==> src/rtl/htok_pkg.sv <==
// Shared types and constants for the HTTP method and path tokenizer.
// Used by the front, queue, back and top-level modules; depends on nothing else.
package htok_pkg;

  typedef enum logic [1:0] {
    REC_BYTE = 2'd0,
    REC_END  = 2'd1,
    REC_SUM  = 2'd2
  } rec_kind_e;

  typedef enum logic [2:0] {
    METH_UNKNOWN = 3'd0,
    METH_GET     = 3'd1,
    METH_POST    = 3'd2,
    METH_PUT     = 3'd3,
    METH_DELETE  = 3'd4
  } meth_e;

  // Records that one input byte produces, always in the order byte, end, summary.
  typedef struct packed {
    logic       has_byte;
    logic       has_end;
    logic       has_sum;
    meth_e      meth;
    logic [2:0] tok;
    logic [4:0] pos;
    logic [7:0] data;
    logic [5:0] len;
    logic [3:0] found;
    logic       err;
    logic       ovf;
  } bundle_t;

  localparam int unsigned QueueDepth = 4;
  localparam int unsigned QueuePtrW  = $clog2(QueueDepth);

endpackage

==> src/rtl/htok_front.sv <==
// Front end of the tokenizer: method matching, path splitting and request state.
// Turns each accepted byte into one record bundle; depends on htok_pkg.
module htok_front #(
  parameter int unsigned MAX_TOKENS    = 8,
  parameter int unsigned MAX_TOKEN_LEN = 32
) (
  input  logic              clk_i,
  input  logic              rst_ni,
  input  logic              accept_i,
  input  logic [7:0]        text_byte_i,
  input  logic              end_of_text_i,
  output htok_pkg::bundle_t bundle_o
);
  import htok_pkg::*;

  localparam int unsigned TokW = $clog2(MAX_TOKENS + 1);
  localparam int unsigned ChrW = $clog2(MAX_TOKEN_LEN + 1);

  localparam logic [7:0] ChSlash = 8'h2F;
  localparam logic [7:0] ChSpace = 8'h20;
  localparam logic [7:0] ChCr    = 8'h0D;
  localparam logic [7:0] ChLf    = 8'h0A;
  localparam logic [7:0] ChTab   = 8'h09;
  localparam logic [7:0] ChNul   = 8'h00;

  typedef enum logic [3:0] {
    PH_MATCH = 4'b0001,
    PH_SEEK  = 4'b0010,
    PH_PATH  = 4'b0100,
    PH_DRAIN = 4'b1000
  } phase_e;

  function automatic logic [2:0] cand_len(input int unsigned idx);
    logic [2:0] len;
    case (idx)
      0:       len = 3'd3;
      1:       len = 3'd4;
      2:       len = 3'd3;
      3:       len = 3'd5;
      default: len = 3'd6;
    endcase
    return len;
  endfunction

  function automatic logic [7:0] cand_char(input int unsigned idx, input logic [2:0] pos);
    logic [47:0] txt;
    logic [2:0]  sel;
    case (idx)
      0:       txt = 48'("GET");
      1:       txt = 48'("POST");
      2:       txt = 48'("PUT");
      3:       txt = 48'("PATCH");
      default: txt = 48'("DELETE");
    endcase
    sel = cand_len(idx) - 3'd1 - pos;
    return txt[8 * sel +: 8];
  endfunction

  function automatic meth_e cand_code(input int unsigned idx);
    meth_e code;
    case (idx)
      0:       code = METH_GET;
      1:       code = METH_POST;
      2:       code = METH_PUT;
      3:       code = METH_PUT;
      default: code = METH_DELETE;
    endcase
    return code;
  endfunction

  phase_e            phase_q, phase_d;
  logic [4:0]        cand_q, cand_d;
  logic [2:0]        pfx_q, pfx_d;
  meth_e             meth_q, meth_d;
  logic [TokW-1:0]   tok_q, tok_d;
  logic [ChrW-1:0]   chr_q, chr_d;
  logic              ovf_q, ovf_d;
  bundle_t           bnd;

  always_comb begin
    logic       eot;
    logic       delim;
    logic       slash;
    logic [4:0] alive;
    logic       hit;
    meth_e      hit_code;
    logic       do_sum;
    logic       sum_err;

    phase_d  = phase_q;
    cand_d   = cand_q;
    pfx_d    = pfx_q;
    meth_d   = meth_q;
    tok_d    = tok_q;
    chr_d    = chr_q;
    ovf_d    = ovf_q;
    bnd      = '0;
    do_sum   = 1'b0;
    sum_err  = 1'b0;
    alive    = '0;
    hit      = 1'b0;
    hit_code = METH_UNKNOWN;

    eot   = end_of_text_i || (text_byte_i == ChNul);
    slash = (text_byte_i == ChSlash);
    delim = (text_byte_i == ChNul) || (text_byte_i == ChSpace) || (text_byte_i == ChCr) ||
            (text_byte_i == ChLf) || (text_byte_i == ChTab);

    case (phase_q)
      PH_MATCH: begin
        if (text_byte_i == ChNul) begin
          do_sum  = 1'b1;
          sum_err = 1'b1;
        end else begin
          for (int unsigned i = 0; i < 5; i++) begin
            alive[i] = cand_q[i] && (pfx_q < cand_len(i)) &&
                       (cand_char(i, pfx_q) == text_byte_i);
            if (alive[i] && (pfx_q + 3'd1 == cand_len(i)) && !hit) begin
              hit      = 1'b1;
              hit_code = cand_code(i);
            end
          end
          cand_d = alive;
          pfx_d  = pfx_q + 3'd1;
          if (hit) begin
            meth_d = hit_code;
            if (hit_code == METH_POST) begin
              phase_d = PH_SEEK;
              do_sum  = eot;
            end else begin
              do_sum = 1'b1;
            end
          end else if ((alive == '0) || eot) begin
            do_sum  = 1'b1;
            sum_err = 1'b1;
          end
        end
      end
      PH_SEEK: begin
        if (eot) begin
          do_sum = 1'b1;
        end else if (slash) begin
          phase_d = PH_PATH;
        end
      end
      PH_PATH: begin
        bnd.tok = 3'(tok_q);
        if (!delim && !slash) begin
          if (chr_q < ChrW'(MAX_TOKEN_LEN)) begin
            bnd.has_byte = 1'b1;
            bnd.pos      = 5'(chr_q);
            bnd.data     = text_byte_i;
            chr_d        = chr_q + ChrW'(1);
          end else begin
            ovf_d = 1'b1;
          end
        end
        // A delimiter, a slash or the end of the request closes a non-empty token.
        if ((delim || slash || eot) && (chr_d != '0)) begin
          bnd.has_end = 1'b1;
          bnd.len     = 6'(chr_d);
          tok_d       = tok_q + TokW'(1);
          chr_d       = '0;
        end
        do_sum = delim || eot || (slash && (tok_d >= TokW'(MAX_TOKENS)));
      end
      PH_DRAIN: begin
      end
      default: begin
      end
    endcase

    if (do_sum) begin
      bnd.has_sum = 1'b1;
      bnd.found   = 4'(tok_d);
      bnd.err     = sum_err;
      bnd.ovf     = ovf_d;
      phase_d     = PH_DRAIN;
    end
    bnd.meth = meth_d;

    if (eot) begin
      phase_d = PH_MATCH;
      cand_d  = '1;
      pfx_d   = '0;
      meth_d  = METH_UNKNOWN;
      tok_d   = '0;
      chr_d   = '0;
      ovf_d   = 1'b0;
    end
  end

  always_ff @(posedge clk_i or negedge rst_ni) begin
    if (!rst_ni) begin
      phase_q <= PH_MATCH;
      cand_q  <= '1;
      pfx_q   <= '0;
      meth_q  <= METH_UNKNOWN;
      tok_q   <= '0;
      chr_q   <= '0;
      ovf_q   <= 1'b0;
    end else if (accept_i) begin
      phase_q <= phase_d;
      cand_q  <= cand_d;
      pfx_q   <= pfx_d;
      meth_q  <= meth_d;
      tok_q   <= tok_d;
      chr_q   <= chr_d;
      ovf_q   <= ovf_d;
    end
  end

  assign bundle_o = bnd;

endmodule

==> src/rtl/htok_queue.sv <==
// Short queue of record bundles between the front and back parts of the tokenizer.
// Depends on htok_pkg for the bundle type and the queue depth.
module htok_queue (
  input  logic              clk_i,
  input  logic              rst_ni,
  input  logic              push_i,
  input  htok_pkg::bundle_t data_i,
  input  logic              pop_i,
  output logic              full_o,
  output logic              head_valid_o,
  output htok_pkg::bundle_t head_o
);
  import htok_pkg::*;

  bundle_t                mem_q [QueueDepth];
  logic [QueuePtrW-1:0]   wr_ptr_q, rd_ptr_q;
  logic [QueuePtrW:0]     count_q, count_d;

  always_comb begin
    count_d = count_q;
    if (push_i && !pop_i) begin
      count_d = count_q + (QueuePtrW + 1)'(1);
    end else if (pop_i && !push_i) begin
      count_d = count_q - (QueuePtrW + 1)'(1);
    end
  end

  always_ff @(posedge clk_i or negedge rst_ni) begin
    if (!rst_ni) begin
      wr_ptr_q <= '0;
      rd_ptr_q <= '0;
      count_q  <= '0;
    end else begin
      if (push_i) begin
        wr_ptr_q <= wr_ptr_q + QueuePtrW'(1);
      end
      if (pop_i) begin
        rd_ptr_q <= rd_ptr_q + QueuePtrW'(1);
      end
      count_q <= count_d;
    end
  end

  always_ff @(posedge clk_i) begin
    if (push_i) begin
      mem_q[wr_ptr_q] <= data_i;
    end
  end

  assign full_o       = (count_q == (QueuePtrW + 1)'(QueueDepth));
  assign head_valid_o = (count_q != '0);
  assign head_o       = mem_q[rd_ptr_q];

endmodule

==> src/rtl/htok_back.sv <==
// Back end of the tokenizer: walks each queued bundle and issues its records one per cycle
// while the output is not stalled. Holds the output register; depends on htok_pkg.
module htok_back (
  input  logic              clk_i,
  input  logic              rst_ni,
  input  logic              head_valid_i,
  input  htok_pkg::bundle_t head_i,
  output logic              pop_o,
  output logic              out_valid_o,
  input  logic              out_stall_i,
  output htok_pkg::rec_kind_e record_kind_o,
  output htok_pkg::meth_e   method_code_o,
  output logic [2:0]        token_number_o,
  output logic [4:0]        byte_position_o,
  output logic [7:0]        token_byte_o,
  output logic [5:0]        token_length_o,
  output logic [3:0]        tokens_found_o,
  output logic              method_error_o,
  output logic              length_overflow_o,
  output logic              last_of_run_o
);
  import htok_pkg::*;

  logic       byte_done_q, end_done_q;
  logic       load;
  logic       last;
  rec_kind_e  kind;

  logic       out_valid_q;
  rec_kind_e  kind_q;
  meth_e      meth_q;
  logic [2:0] tok_q;
  logic [4:0] pos_q;
  logic [7:0] data_q;
  logic [5:0] len_q;
  logic [3:0] found_q;
  logic       err_q, ovf_q, last_q;

  always_comb begin
    if (head_i.has_byte && !byte_done_q) begin
      kind = REC_BYTE;
      last = !head_i.has_end && !head_i.has_sum;
    end else if (head_i.has_end && !end_done_q) begin
      kind = REC_END;
      last = !head_i.has_sum;
    end else begin
      kind = REC_SUM;
      last = 1'b1;
    end
  end

  assign load  = head_valid_i && (!out_valid_q || !out_stall_i);
  assign pop_o = load && last;

  always_ff @(posedge clk_i or negedge rst_ni) begin
    if (!rst_ni) begin
      byte_done_q <= 1'b0;
      end_done_q  <= 1'b0;
      out_valid_q <= 1'b0;
    end else begin
      if (load) begin
        out_valid_q <= 1'b1;
        if (last) begin
          byte_done_q <= 1'b0;
          end_done_q  <= 1'b0;
        end else if (kind == REC_BYTE) begin
          byte_done_q <= 1'b1;
        end else begin
          end_done_q <= 1'b1;
        end
      end else if (!out_stall_i) begin
        out_valid_q <= 1'b0;
      end
    end
  end

  // Fields that do not belong to the record kind are given as zero.
  always_ff @(posedge clk_i) begin
    if (load) begin
      kind_q  <= kind;
      meth_q  <= head_i.meth;
      tok_q   <= (kind != REC_SUM) ? head_i.tok : 3'd0;
      pos_q   <= (kind == REC_BYTE) ? head_i.pos : 5'd0;
      data_q  <= (kind == REC_BYTE) ? head_i.data : 8'd0;
      len_q   <= (kind == REC_END) ? head_i.len : 6'd0;
      found_q <= (kind == REC_SUM) ? head_i.found : 4'd0;
      err_q   <= (kind == REC_SUM) && head_i.err;
      ovf_q   <= (kind == REC_SUM) && head_i.ovf;
      last_q  <= last;
    end
  end

  assign out_valid_o       = out_valid_q;
  assign record_kind_o     = kind_q;
  assign method_code_o     = meth_q;
  assign token_number_o    = tok_q;
  assign byte_position_o   = pos_q;
  assign token_byte_o      = data_q;
  assign token_length_o    = len_q;
  assign tokens_found_o    = found_q;
  assign method_error_o    = err_q;
  assign length_overflow_o = ovf_q;
  assign last_of_run_o     = last_q;

endmodule

==> src/rtl/http_method_and_path_tokenizer.sv <==
// Top level of the HTTP method and path tokenizer.
// Instantiates htok_front, htok_queue and htok_back; depends on htok_pkg.

// The block takes one request byte per transfer and may take a byte in every cycle. A front
// stage recognizes the method (GET, POST, PUT, PATCH reported as PUT, DELETE), skips to the
// first slash for POST, and splits the path into slash-separated tokens. Each byte becomes a
// bundle of zero to three records (token byte, token end, summary) that is written into a
// four-entry queue. The back stage issues one record per cycle from the head of the queue
// into an output register while the output is not stalled, so a byte that yields two or
// three records holds the back stage longer than one that yields one record or none, and
// the input stalls only when the queue is full. The first record of a byte is written into
// the queue and then into the output register before it is presented, and it is taken when
// out_stall_i is low. A zero byte or a set end_of_text ends the request, and the next byte
// starts a new one. MAX_TOKENS bounds the number of tokens per request and MAX_TOKEN_LEN the
// stored length of a token; longer tokens are cut and the summary reports length_overflow.
module http_method_and_path_tokenizer #(
  parameter int unsigned MAX_TOKENS    = 8,
  parameter int unsigned MAX_TOKEN_LEN = 32
) (
  input  logic       clk_i,
  input  logic       rst_ni,
  input  logic       in_valid_i,
  output logic       in_stall_o,
  input  logic [7:0] text_byte_i,
  input  logic       end_of_text_i,
  output logic       out_valid_o,
  input  logic       out_stall_i,
  output logic [1:0] record_kind_o,
  output logic [2:0] method_code_o,
  output logic [2:0] token_number_o,
  output logic [4:0] byte_position_o,
  output logic [7:0] token_byte_o,
  output logic [5:0] token_length_o,
  output logic [3:0] tokens_found_o,
  output logic       method_error_o,
  output logic       length_overflow_o,
  output logic       last_of_run_o
);
  import htok_pkg::*;

  logic      in_accept;
  bundle_t   front_bnd;
  logic      q_push, q_pop, q_full, q_head_valid;
  bundle_t   q_head;
  rec_kind_e kind;
  meth_e     meth;

  // The input stalls only on a full queue, independent of the output side this cycle.
  assign in_stall_o = q_full;
  assign in_accept  = in_valid_i && !q_full;

  // Bytes that produce no record leave nothing in the queue.
  assign q_push = in_accept && (front_bnd.has_byte || front_bnd.has_end || front_bnd.has_sum);

  htok_front #(
    .MAX_TOKENS   (MAX_TOKENS),
    .MAX_TOKEN_LEN(MAX_TOKEN_LEN)
  ) u_front (
    .clk_i        (clk_i),
    .rst_ni       (rst_ni),
    .accept_i     (in_accept),
    .text_byte_i  (text_byte_i),
    .end_of_text_i(end_of_text_i),
    .bundle_o     (front_bnd)
  );

  htok_queue u_queue (
    .clk_i       (clk_i),
    .rst_ni      (rst_ni),
    .push_i      (q_push),
    .data_i      (front_bnd),
    .pop_i       (q_pop),
    .full_o      (q_full),
    .head_valid_o(q_head_valid),
    .head_o      (q_head)
  );

  htok_back u_back (
    .clk_i            (clk_i),
    .rst_ni           (rst_ni),
    .head_valid_i     (q_head_valid),
    .head_i           (q_head),
    .pop_o            (q_pop),
    .out_valid_o      (out_valid_o),
    .out_stall_i      (out_stall_i),
    .record_kind_o    (kind),
    .method_code_o    (meth),
    .token_number_o   (token_number_o),
    .byte_position_o  (byte_position_o),
    .token_byte_o     (token_byte_o),
    .token_length_o   (token_length_o),
    .tokens_found_o   (tokens_found_o),
    .method_error_o   (method_error_o),
    .length_overflow_o(length_overflow_o),
    .last_of_run_o    (last_of_run_o)
  );

  assign record_kind_o = kind;
  assign method_code_o = meth;

  // The queue is never written while it is full.
  ap_no_push_full: assert property (@(posedge clk_i) disable iff (!rst_ni)
    q_full |-> !q_push)
    else $error("queue written while full");

  // A bundle leaves the queue only when one is there.
  ap_pop_valid: assert property (@(posedge clk_i) disable iff (!rst_ni)
    q_pop |-> q_head_valid)
    else $error("queue read while empty");

  // A summary always closes the records of its byte.
  ap_sum_last: assert property (@(posedge clk_i) disable iff (!rst_ni)
    (out_valid_o && (kind == REC_SUM)) |-> last_of_run_o)
    else $error("summary record not marked last");

  // A method error is only reported when no method was recognized.
  ap_err_unknown: assert property (@(posedge clk_i) disable iff (!rst_ni)
    (out_valid_o && method_error_o) |-> (meth == METH_UNKNOWN))
    else $error("method error with a known method code");

endmodule

==> config.mk <==
export PLATFORM = sky130hd
export DESIGN_NAME = http_method_and_path_tokenizer
export DESIGN_NICKNAME = d
export VERILOG_FILES = /design/src/rtl/htok_pkg.sv /design/src/rtl/htok_front.sv /design/src/rtl/htok_queue.sv /design/src/rtl/htok_back.sv /design/src/rtl/http_method_and_path_tokenizer.sv
export SDC_FILE = /design/constraint.sdc
export NUM_CORES = 1
export LEC_CHECK = 0
export BUFFER_PORTS_ARGS = -buffer_cell sky130_fd_sc_hd__buf_2
export CAP_MARGIN = 25
export CORE_ASPECT_RATIO = 0.8
export CORE_MARGIN = 2
export CORE_UTILIZATION = 55
export CTS_BUF_LIST = sky130_fd_sc_hd__clkbuf_16
export DETAILED_ROUTE_END_ITERATION = 7
export HOLD_SLACK_MARGIN = 0.1
export PLACE_DENSITY = 0.78
export SETUP_SLACK_MARGIN = 0.02
export SLEW_MARGIN = 20
export SYNTH_ARGS = -nofsm -noshare
export SYNTH_HDL_FRONTEND = slang
export SYNTH_SLANG_ARGS = --single-unit
==> constraint.sdc <==
create_clock -name clk_i -period 4.1 [get_ports clk_i]
set_input_delay 0.82 -clock clk_i [delete_from_list [all_inputs] [get_ports clk_i]]
set_output_delay 0.82 -clock clk_i [all_outputs]
set_load 0.1 [all_outputs]
## After elaboration in Yosys (flattened, before gate mapping)

Memory sizes are Yosys's and may differ from the RTL's.
Cells that the tools add are included.
Widths: inputs -> output; s select.

- Add/subtract/negate cells: 15
- Order comparisons: 6
- Eq/ne operators: 29
- Shift operators: 5
- Mux-type cells: 104
- Reductions and logical operators: 76

Operators with widths:

| kind | number |
|---|---|
| $mux 48 | 10 |
| $shiftx 48x7->8 | 5 |
| $mux 3 | 20 |
| $mux 6 | 8 |
| $mux 1 | 42 |
| $eq 8x8->1 | 5 |
| $mux 4 | 10 |
| $logic_and 1x1->1 | 33 |
| $mux 13 | 2 |
| $eq 8x4->1 const B | 3 |
| $mux 22 | 1 |
| $eq 8x6->1 const B | 2 |
| $logic_not 1->1 | 15 |
| $mux 5 | 3 |
| $sub 3x1->3 const B | 5 |
| $logic_or 1x1->1 | 13 |
| $eq 3x3->1 | 4 |
| $lt 3x3->1 | 4 |
| $mux 2 | 6 |
| $ne 4x1->1 const B | 3 |
| $sub 3x3->3 | 4 |
| $logic_not 8->1 | 1 |
| $pmux 4 s2 | 1 |
| $reduce_bool 2->1 | 4 |
| other kinds (25) | 31 |

- Bits in registers: 70
- Bits in writable memories: 136
- Output and inout bits: 36
- Memories kept: 1

Memories:

| memory | depth | width | rd ports | clocked after memory_dff | wr ports | line | RTL |
|---|---|---|---|---|---|---|---|
| u_queue.mem_q | 4 | 34 | 1 | 0 | 1 | htok_queue.sv:15 | `bundle_t mem_q [QueueDepth];` |

## Longest topological paths before layout

Gate-level depths: netlist (run 1).

- Word-level depth: 44
- Mapped depth: 21
- Gate-level depth less buffers: 19

## Hierarchy

Synthesis (run 1) repeated with hierarchy kept, for this count alone.

- Cell total of the unflattened synthesis: 613
- Area, all modules: 9,364.0 sq um

Modules (own cells, without submodules):

| module | times used | cells an instance | area an instance (sq um) |
|---|---|---|---|
| htok_queue | 1 | 212 | 5,355.1 |
| htok_front | 1 | 316 | 2,560.0 |
| htok_back | 1 | 83 | 1,426.4 |
| http_method_and_path_tokenizer | 1 | 2 | 22.5 |

## Worst setup path after synthesis (run 1)

Ideal clock, no wire load.

- Path type: reg2reg
- Start point: register u_front.pfx_q[0]
- End point: memory u_queue.mem_q[2][0] (netlist bit), enable pin
- Library setup time: 394 ps
- Data arrival time: 3,949 ps
- Path slack: -244 ps
- Cell stages (with the launch flop): 16
- Path buffers: 2
- Clock period less this slack: 4,344 ps
- Cell sequence: dfrtp_1 > clkbuf_1 > inv_1 > ha_1 > clkbuf_1 > inv_1 > ha_1 > o21a_1 > nor3_1 > o211a_1 > or4_1 > a21oi_1 > a21oi_4 > inv_2 > o31a_4 > and2_1

RTL lines:

| what | line | RTL |
|---|---|---|
| start, declared | htok_front.sv:73 | `logic [2:0] pfx_q, pfx_d;` |
| start signal, assigned | htok_front.sv:205 | `pfx_q <= pfx_d;` |
| end, declared | htok_queue.sv:15 |  |

==> results of run 1 <==
-- flip-flops by register name, indices dropped and copies added (netlist names), 2 cells and up --
| name | flops |
|---|---|
| u_front.chr_q | 6 |
| u_back.token_length_o | 6 |
| u_back.token_byte_o | 8 |
| u_back.method_code_o | 3 |
| u_queue.rd_ptr_q | 2 |
| u_queue.mem_q | 136 |
| u_queue.wr_ptr_q | 2 |
| u_back.record_kind_o | 2 |
| u_front.tok_q | 4 |
| u_back.byte_position_o | 5 |
| u_front.cand_q | 5 |
| u_front.pfx_q | 3 |
| u_back.tokens_found_o | 4 |
| u_queue.count_q | 3 |
| u_front.phase_q | 4 |
| u_back.token_number_o | 3 |
| u_front.meth_q | 3 |
-- routing by layer --
layer,track usage,vias to the layer above
met1,0.317,2850
met3,0.0342,32
li1,-,2609
met5,0,-
met2,0.356,194
met4,0.0625,0
-- final timing paths --
path / end / slack (ns) / cells after the start
max: u_queue.count_q[1]$_DFFE_PN0P_ / 0.22 / 16
min: u_queue.count_q[1]$_DFFE_PN0P_ / 0.44 / 1
max reg2reg: u_queue.count_q[1]$_DFFE_PN0P_ / 0.22 / 16
min reg2reg: u_back.end_done_q$_DFFE_PN0P_ / 0.49 / 2
max in group asynchronous: u_queue.rd_ptr_q[0]$_DFFE_PN0P_ / 3.06 / 1
min in group clk_i: u_back.end_done_q$_DFFE_PN0P_ / 0.49 / 2
-- cells by family (layout without fill, tap and decap cells) --
| kind of cell | Yosys count | in the layout | share of synthesized area |
|---|---|---|---|
| AO/OA/AOI/OAI | 102 | 102 | 0.0744 |
| XOR/XNOR | 28 | 28 | 0.0261 |
| adder cells (fa/ha/maj) | 22 | 22 | 0.0301 |
| buffers and inverters | 55 | 141 | 0.0239 |
| flip-flops | 206 | 206 | 0.639 |
| multiplexers | 40 | 40 | 0.0886 |
| AND/OR/NAND/NOR | 195 | 195 | 0.118 |
-- layout make-up --
type,count,area [um^2],share of cell area
Tap cell,220,275,0.0256
Clock buffer,20,500,0.0465
Multi-Input combinational cell,387,3210,0.298
Inverter,20,75.1,0.00697
Clock inverter,15,111,0.0103
Timing Repair Buffer,86,576,0.0535
Sequential cell,206,6020,0.559
-- timing repair --
item	4_1_cts	5_1_grt
setup buffers	0	0
setup endpoints to repair	0	42
gates resized for setup	0	8
-- cells in the mapped netlist, drive strengths merged (2+ instances only) --
master	count
dfrtp	30
or4	4
o211ai	2
clkbuf	26
nand4b	2
o21bai	2
nor3b	2
nand3b	4
nor3	16
nand2b	7
nor2	32
a22oi	5
mux2i	3
dfstp	6
a22o	3
a32o	2
o31ai	7
o22ai	4
o32ai	3
and3	25
nor2b	26
nand2	34
ha	21
mux4	34
and4	2
o21ai	28
xor2	15
xnor2	13
o31a	2
or4b	2
nand3	10
buf	9
mux2	3
or3	2
o21a	2
and2	15
inv	20
nand4	4
a21oi	26
a31oi	3
o22a	4
nor4	3
edfxtp	170
nand4bb	2
-- metrics by stage --
step / utilization / instance area (um^2) / hold WS [ns] / std cells
after CTS: 0.645 / 10700 / 0.462 / 954
after global placement: 0.608 / 10100 / 0.465 / 919
after global routing: 0.646 / 10800 / 0.497 / 954
after detailed placement: 0.608 / 10100 / 0.479 / 919
after floorplan: - / 9420 / 0.454 / 648
final: 0.646 / 10800 / 0.444 / 954
-- power groups by stage --
stage               sequential [mW]  clock [mW]  combinational, mW
floorplan                      4.21           0               1.45
global placement               3.05           0               3.30
detailed placement             3.08           0               3.34
CTS                            3.04        1.74               3.36
global route                   3.08        1.82               3.55
finish                         3.03        1.71               3.35
-- worst max-delay path, cell delays in order (launching register included) --
cell and delay, ns:
dfrtp_2 0.43, ha_1 0.19, inv_1 0.05, ha_1 0.39, o21bai_1 0.16, xor2_1 0.23, nand3_1 0.21, o31ai_1 0.34
or4_1 0.20, a21oi_2 0.07, a21oi_4 0.14, inv_2 0.05, o31a_4 0.34, ha_1 0.21, inv_1 0.07, fa_1 0.40
mux2_2 0.27
==> metrics.cfg, run 1 <==
[placement]
post-place-ws_ns = 0.103
routabilityCongestion = 0.912
portBuffers = 48
dp_hpwl_um = 12700

[setup_path]
endpoint_kind = flip-flop
crit_arrival_ns = 4.25
critical_path_class = flip-flop to flip-flop
r2r-start = u_front.pfx_q[1]$_DFFE_PN0P_
cp_max_fo = 6
required_ns = 4.48
startpoint = u_front.pfx_q[1]$_DFFE_PN0P_
start_kind = flip-flop

[global_route]
track_usage = 0.221
grt-ovfl-total = 0
grt_max_degree = 37
grt_pass1_wl_um = 30700
grt_pass1_vias = 5738
antenna_found_initial = 0

[clock_tree]
worst_skew_pair.late_latency_ns = 0.49
cts_buffer_depth = 3
cts.clk_slew.worst_paths_ns = 0.07
cts_buffers = 20
htree_levels = 1
cts.sinks = 206
root_buffer = clkbuf_16
cts_tree = built
hold_buffers = 0

[routing]
viasPerCell = 5.96
wl_met3_um = 1160
wl_met2_um = 9100
top_layer_used = met4
ant_nets = 0
first_iter_violations = 511
wirelength_um = 19300
met1_length_um = 8540
drc = 0
wire_per_inst_um = 20.2
dr.pass1.iters = 5
num_vias = 5685

[pwr]
vdd_drop_max_mv = 0.477
combinationalPowerShare = 0.413
p_clk_frac = 0.212
p_seq_frac = 0.375
power.switching_mw = 3.31
power_mw = 8.09
powerDensity_nw_per_um2 = 752
swShare = 0.409
leakage_nw = 4.00
p_int_mw = 4.78

[hold_path]
holdCritPathClass = primary input to asynchronous set/reset pin

[timing]
rsz0062_at_grt = no
drv_slew = 0
finalWorstSetupSlack_ns = 0.222
setup_tns_ns = 0
setup_violations = 0
slew_headroom = 0.421
worst_pin_slew_ns = 0.869
max_freq_mhz = 258
min_period_ns = 3.88
finalHoldViolCount = 0
fin_skew_ns = 0.00739
period_share = 0.946

[synth]
async_flop_share = 0.175
netlist_instances = 648
synth_top_area_frac = 0.543
synth_area_um2 = 9410
synth.net_count = 683
avgSynthCellArea_um2 = 14.5
ys_ff_latch = 206
ys_types = 72
yosysTopAreaCell = edfxtp_1
ys_warn_count = 0
synth-edff-count = 170
synthFlopType = edfxtp_1
ys_seq_area_frac = 0.639
yosys-top-cells-area = edfxtp_1 (54%), mux4_2 (8.1%), dfrtp_1 (8.0%)

[die]
row_count = 42
dieArea_um2 = 18200
start_util = 0.565
die_x_um = 150
io_pins = 49
core_um2 = 16700
die_h_um = 121

[cells_and_area]
drive_gt1_frac = 0.255
n_antenna_cell = 0
mostFrequentLayoutCells = edfxtp_1 (170), buf_2 (48), mux4_2 (34), buf_4 (34), nand2_1 (33)
final_nets = 756
areaGrowthSynthToFinish_pct = 14.4
fillers = 1190
layout_commonest_cell = edfxtp_1

[status]
status = finished clean

[run]
drv_cap = 0

Power figures use the tool's default switching activity.
==> run 2, diff against run 1 <==
--- a/config.mk
+++ b/config.mk
@@ -18,4 +18,5 @@
 export SLEW_MARGIN = 20
 export SYNTH_ARGS = -nofsm -noshare
 export SYNTH_HDL_FRONTEND = slang
+export SYNTH_HIERARCHICAL = 1
 export SYNTH_SLANG_ARGS = --single-unit
==> run 2 against run 1 <==
Die area down 0.44%; fmax decreased by 1.4%; sequential share of layout area down 0.72 points; count of clock-buffer cells in the layout increased by 3; area after synthesis is 0.45% lower; combinational power decreased by 5%; worst setup slack got worse by 0.054 ns; routed wire length rose by 3.1%; final cell count fell by 0.94%; sequential cell count unchanged; clock skew up 0.010 ns; synthesized cell count decreased by 5.4%; highest routed layer unchanged.
==> metrics.cfg, run 2 <==
[setup_path]
required_ns = 4.49
cp_top_family = compound AO/OA/AOI/OAI gates
reg2reg_depth = 16
critical_path_class = flip-flop to flip-flop
crit_arrival_ns = 4.33
endpoint_kind = flip-flop
cp_max_fo = 5
crit_chain = inv_2 -> ha_4 -> or2b_1 -> or4_1 -> a311oi_2 -> buf_4 -> nor4_1 -> a22oi_1 -> o31a_1 -> o2111a_1 -> inv_2 -> o31a_1 -> ha_2 -> inv_1 -> fa_1 -> mux2_2
critical_path_depth = 16
start_kind = flip-flop
slowest_stage = or4_1
slowest_delay_ns = 0.41
cp_num_buf_inv = 4

[timing]
drv_slew = 0
period_share = 0.959
setup_violations = 0
min_period_ns = 3.93
worst_pin_slew_ns = 0.950
slew_headroom = 0.361
finalHoldViolCount = 0
finalWorstSetupSlack_ns = 0.168
fin_skew_ns = 0.0176
hold_slack_ns = 0.447
setup_tns_ns = 0
max_freq_mhz = 254

[cells_and_area]
fin_util = 0.656
n_antenna_cell = 0
top_register = u_queue/mem_q
mostFrequentLayoutCells = edfxtp_1 (170), buf_4 (49), buf_2 (48)
finalNonFillerCells = 945
final_nets = 747
drive_gt1_frac = 0.288
areaGrowthSynthToFinish_pct = 16.4
largest_register_ffs = 136
final_area_um2 = 10900
fillers = 1155
layout_commonest_cell = edfxtp_1

[synth]
synthSimpleGateAreaFrac = 0.111
synth_top_family_by_area = simple AND/OR/NAND/NOR gates
synth_fa_ha_area_frac = 0.0302
synth_xor_area_frac = 0.0243
synth-edff-count = 170
synthFlopType = edfxtp_1
synth_mux_area_frac = 0.0899
yosysMostFrequentCell = edfxtp_1
yosys-top-cells-area = edfxtp_1 (55%), dfrtp_1 (8.0%), mux4_2 (6.7%)
async_flop_share = 0.175
synth_area_um2 = 9360
avgSynthCellArea_um2 = 15.3
ys_warn_count = 6
ys_seq_area_frac = 0.642
ys_ff_latch = 206
yosys-top-cells-count = edfxtp_1 (170), and2_1 (39), nand2_1 (31)
yosysTopAreaCell = edfxtp_1
synth_top_area_frac = 0.545
synth.net_count = 648
ys_types = 76
synth_compound_area_frac = 0.0767
netlist_instances = 613

[pwr]
swShare = 0.403
powerDensity_nw_per_um2 = 725
p_clk_frac = 0.225
power.switching_mw = 3.18
leakage_nw = 4.07
p_seq_frac = 0.374
p_int_mw = 4.72
combinationalPowerShare = 0.401
power_mw = 7.90
vdd_drop_max_mv = 0.288

[clock_tree]
cts.sinks = 206
cts_tree = built
cts_buffers = 22
cts.clk_slew.worst_paths_ns = 0.06
cts_buffer_depth = 3
htree_levels = 1
worst_skew_pair.late_latency_ns = 0.51
root_buffer = clkbuf_16

[global_route]
grt_max_degree = 39
grt-ovfl-total = 0
grt_pass1_vias = 5663
antenna_found_initial = 0
grt_pass1_wl_um = 30900
track_usage = 0.223

[die]
core_um2 = 16600
row_count = 42
io_pins = 49
die_x_um = 150
dieArea_um2 = 18100
start_util = 0.564
die_h_um = 121

[hold_path]
holdCritPathClass = primary input to asynchronous set/reset pin

[placement]
dp.cells = 904
post_dp_cell_area_um2 = 10200
portBuffers = 48
dp_hpwl_um = 13100
routabilityCongestion = 0.932
post-place-ws_ns = -0.188

[routing]
dr.pass1.iters = 5
wire_per_inst_um = 21.0
viasPerCell = 6.01
ant_nets = 0
drc = 0
wirelength_um = 19900
num_vias = 5682
first_iter_violations = 461

[status]
status = finished clean

[run]
drv_cap = 0

run 2: cell count changes after synthesis, moves of 4 or more:
cell | before | now
mux4_2 | 34 | 28
mux4_1 | 0 | 6
and2_1 | 15 | 39
a21oi_1 | 25 | 17
o22ai_1 | 4 | 0
inv_1 | 19 | 14
or2_2 | 1 | 6
and3_1 | 24 | 7
clkbuf_1 | 26 | 10
buf_2 | 3 | 9
nor2b_1 | 26 | 6
run 2: timing repair:
action | 4_1_cts | 5_1_grt
hold buffers | 0 | 0
endpoints found under the setup margin | 1 | 58
pin swaps | 0 | 9
gates resized for setup | 1 | 10
setup buffers | 0 | 4
run 2: cell type report:
| cell class | instances | area [um^2] | area share |
|---|---|---|---|
| clock inverters | 14 | 80.1 | 0.00735 |
| clock buffers | 23 | 576 | 0.0528 |
| inverters | 15 | 56.3 | 0.00517 |
| well taps | 220 | 275 | 0.0253 |
| repair buffers | 101 | 688 | 0.0631 |
| multi-input cells | 366 | 3210 | 0.295 |
| flip-flops and latches | 206 | 6010 | 0.552 |
run 2: worst register-to-register path: stages (launching register included):
cell and delay, ns:
dfrtp_1 0.38, inv_2 0.14, ha_4 0.24, or2b_1 0.22
or4_1 0.41, a311oi_2 0.31, buf_4 0.17, nor4_1 0.05
a22oi_1 0.20, o31a_1 0.21, o2111a_1 0.25, inv_2 0.05
o31a_1 0.26, ha_2 0.20, inv_1 0.08, fa_1 0.40
mux2_2 0.27
run 2: path summary, 6_finish.rpt:
kind                                           startpoint  slack, ns                              end
max                          u_front/pfx_q[1]$_DFFE_PN0P_       0.17   u_queue/count_q[1]$_DFFE_PN0P_
min                                                rst_ni       0.45     u_front/pfx_q[1]$_DFFE_PN0P_
max reg2reg                  u_front/pfx_q[1]$_DFFE_PN0P_       0.17   u_queue/count_q[1]$_DFFE_PN0P_
min reg2reg                u_queue/count_q[2]$_DFFE_PN0P_       0.49   u_queue/count_q[2]$_DFFE_PN0P_
max in group asynchronous                          rst_ni       3.03  u_queue/rd_ptr_q[0]$_DFFE_PN0P_
min in group clk_i         u_queue/count_q[2]$_DFFE_PN0P_       0.49   u_queue/count_q[2]$_DFFE_PN0P_
run 2: logic make-up (layout without fill, tap and decap cells):
family          after synthesis  after routing
flops                       206            206
mux                          39             39
buf+inv                      41            153
compound gates               95             95
xor+xnor                     26             26
simple gates                184            184
fa+ha+maj                    22             22
run 2: layer usage:
layer  part of all wire  vias to the layer above  routed length (um)  GRT usage
met5                  0                        -                   0          0
met4              0.021                        0                 422     0.0525
met3              0.072                       50                1440     0.0332
met2               0.49                      252                9780      0.373
met1               0.41                     2836                8240      0.313
li1                   -                     2544                   -          -
run 2: power by group through the flow:
stage / clock [mW] / combinational (mW) / sequential (mW)
after floorplan: 0 / 1.34 / 4.19
after global placement: 0 / 3.09 / 2.97
after detailed placement: 0 / 3.14 / 2.99
after CTS: 1.81 / 3.16 / 2.95
after global routing: 1.90 / 3.34 / 2.99
final: 1.78 / 3.17 / 2.95
==> run 3, diff against run 2 <==
--- a/config.mk
+++ b/config.mk
@@ -5,15 +5,15 @@
 export SDC_FILE = /design/constraint.sdc
 export NUM_CORES = 1
 export LEC_CHECK = 0
-export BUFFER_PORTS_ARGS = -buffer_cell sky130_fd_sc_hd__buf_2
 export CAP_MARGIN = 25
 export CORE_ASPECT_RATIO = 0.8
 export CORE_MARGIN = 2
-export CORE_UTILIZATION = 55
+export CORE_UTILIZATION = 57
 export CTS_BUF_LIST = sky130_fd_sc_hd__clkbuf_16
 export DETAILED_ROUTE_END_ITERATION = 7
+export DONT_BUFFER_PORTS = 1
 export HOLD_SLACK_MARGIN = 0.1
-export PLACE_DENSITY = 0.78
+export PLACE_DENSITY = 0.77
 export SETUP_SLACK_MARGIN = 0.02
 export SLEW_MARGIN = 20
 export SYNTH_ARGS = -nofsm -noshare
==> run 3 against run 2 <==
Non-clock buffer count is 60 lower; global-route usage is 0.11 points higher; hold slack worse by 0.29 ns; utilization is 0.55 points higher; largest power group is now sequential cells; die area fell by 3.4%; clock skew down 0.0044 ns; fmax is 0.95% higher; sequential share of layout area up 2.0 points; via count decreased by 4.9%; combinational power decreased by 44%.
==> metrics.cfg, run 3 (synthesized netlist as in run 2, its figures left out) <==
[pwr]
power_mw = 7.75
vdd_drop_max_mv = 0.365
powerDensity_nw_per_um2 = 737
leakage_nw = 3.79

[hold_path]
holdCritPathClass = primary input to asynchronous set/reset pin

[routing]
drc = 0
ant_nets = 0
wirelength_um = 19200
dr.pass1.iters = 5
wire_per_inst_um = 21.8
num_vias = 5404
viasPerCell = 6.13
first_iter_violations = 472

[placement]
routabilityCongestion = 0.915
post_dp_cell_area_um2 = 9780
portBuffers = 0
post-place-ws_ns = -0.157
dp_hpwl_um = 12400
dp.cells = 837

[clock_tree]
worst_skew_pair.late_latency_ns = 0.50
cts_buffers = 21
cts_tree = built
cts.clk_slew.worst_paths_ns = 0.07
htree_levels = 1
cts_buffer_depth = 3
root_buffer = clkbuf_16
cts.sinks = 206

[cells_and_area]
drive_gt1_frac = 0.239
fillers = 1087
mostFrequentLayoutCells = edfxtp_1 (170), buf_4 (37), and2_1 (35)
layout_commonest_cell = edfxtp_1
finalNonFillerCells = 881
fin_util = 0.662
top_register = u_queue/mem_q
largest_register_ffs = 136
areaGrowthSynthToFinish_pct = 12.4
n_antenna_cell = 0
final_nets = 686
final_area_um2 = 10500

[global_route]
grt_max_degree = 39
antenna_found_initial = 0
track_usage = 0.224
grt_pass1_wl_um = 30300
grt-ovfl-total = 0
grt_pass1_vias = 5477

[timing]
setup_violations = 0
drv_slew = 0
period_share = 0.950
fin_skew_ns = 0.0132
max_freq_mhz = 257
hold_slack_ns = 0.158
setup_tns_ns = 0
min_period_ns = 3.90
finalHoldViolCount = 0
rsz0062_at_grt = no
worst_pin_slew_ns = 0.955
finalWorstSetupSlack_ns = 0.205
slew_headroom = 0.363

[die]
row_count = 41
start_util = 0.589
dieArea_um2 = 17500
core_um2 = 15900
die_x_um = 147
io_pins = 49
die_h_um = 119

[setup_path]
worst_r2r_endpoint = u_queue/count_q[1]$_DFFE_PN0P_
critPathCapture = u_queue/count_q[1]$_DFFE_PN0P_
cp_top_family = compound AO/OA/AOI/OAI gates
slowest_stage = dfrtp_2
reg2reg_depth = 17
slowest_delay_ns = 0.45
crit_arrival_ns = 4.27
cp_max_fo = 9
r2r-start = u_front/pfx_q[0]$_DFFE_PN0P_
startpoint = u_front/pfx_q[0]$_DFFE_PN0P_
required_ns = 4.48
critical_path_class = flip-flop to flip-flop
ff2ff_setup_slack_ns = 0.20
endpoint_kind = flip-flop
critical_path_depth = 17
start_kind = flip-flop
cp_num_buf_inv = 4
crit_chain = ha_1 -> inv_1 -> ha_2 -> nand2b_1 -> xnor2_1 -> a211oi_1 -> buf_4 -> o21ai_0 -> a22oi_1 -> o31a_1 -> o2111a_1 -> inv_2 -> o31a_1 -> ha_2 -> inv_2 -> fa_1 -> mux2_2

[run]
drv_cap = 0

[status]
status = finished clean

-- run 3: layer usage --
| metal | GRT usage | vias to the layer above | wire [um] | share of wire |
|---|---|---|---|---|
| met5 | 0 | - | 0 | 0 |
| li1 | - | 2426 | - | - |
| met3 | 0.0367 | 30 | 1170 | 0.061 |
| met2 | 0.364 | 198 | 9220 | 0.48 |
| met1 | 0.321 | 2750 | 8400 | 0.44 |
| met4 | 0.0565 | 0 | 374 | 0.020 |
-- run 3: worst min path at each step --
stage	to	slack, ns
6_report	u_front/meth_q[2]$_DFFE_PN0P_	0.16
5_1_grt	u_front/cand_q[2]$_DFFE_PN1P_	0.14
4_1_cts	u_back/byte_done_q$_DFFE_PN0P_	0.15
3_5_place_dp	u_queue/count_q[2]$_DFFE_PN0P_	0.47
3_3_place_gp	u_queue/count_q[2]$_DFFE_PN0P_	0.47
2_1_floorplan	u_queue/count_q[2]$_DFFE_PN0P_	0.45
-- run 3: timing repair --
| action | CTS | global route |
|---|---|---|
| endpoints found under the hold margin | 30 | 0 |
| pin swaps | 1 | 10 |
| hold buffers | 1 | 0 |
| endpoints found under the setup margin | 1 | 107 |
| setup buffers | 0 | 5 |
| gates resized for setup | 2 | 15 |
-- run 3: final cells by class --
cell class                      count  area, um^2  share of cell area
Timing Repair Buffer               41         354              0.0336
Inverter                           15        56.3             0.00535
Clock buffer                       21         526              0.0499
Clock inverter                     17         119              0.0113
Multi-Input combinational cell    366        3180               0.303
Tap cell                          215         269              0.0256
Sequential cell                   206        6020               0.572
-- run 3: report_power, final --
| part | leakage (nW) | internal (mW) | switching (mW) |
|---|---|---|---|
| clock | 0.327 | 1.01 | 0.776 |
| combinational | 1.40 | 0.802 | 0.973 |
| sequential | 2.06 | 2.80 | 1.39 |
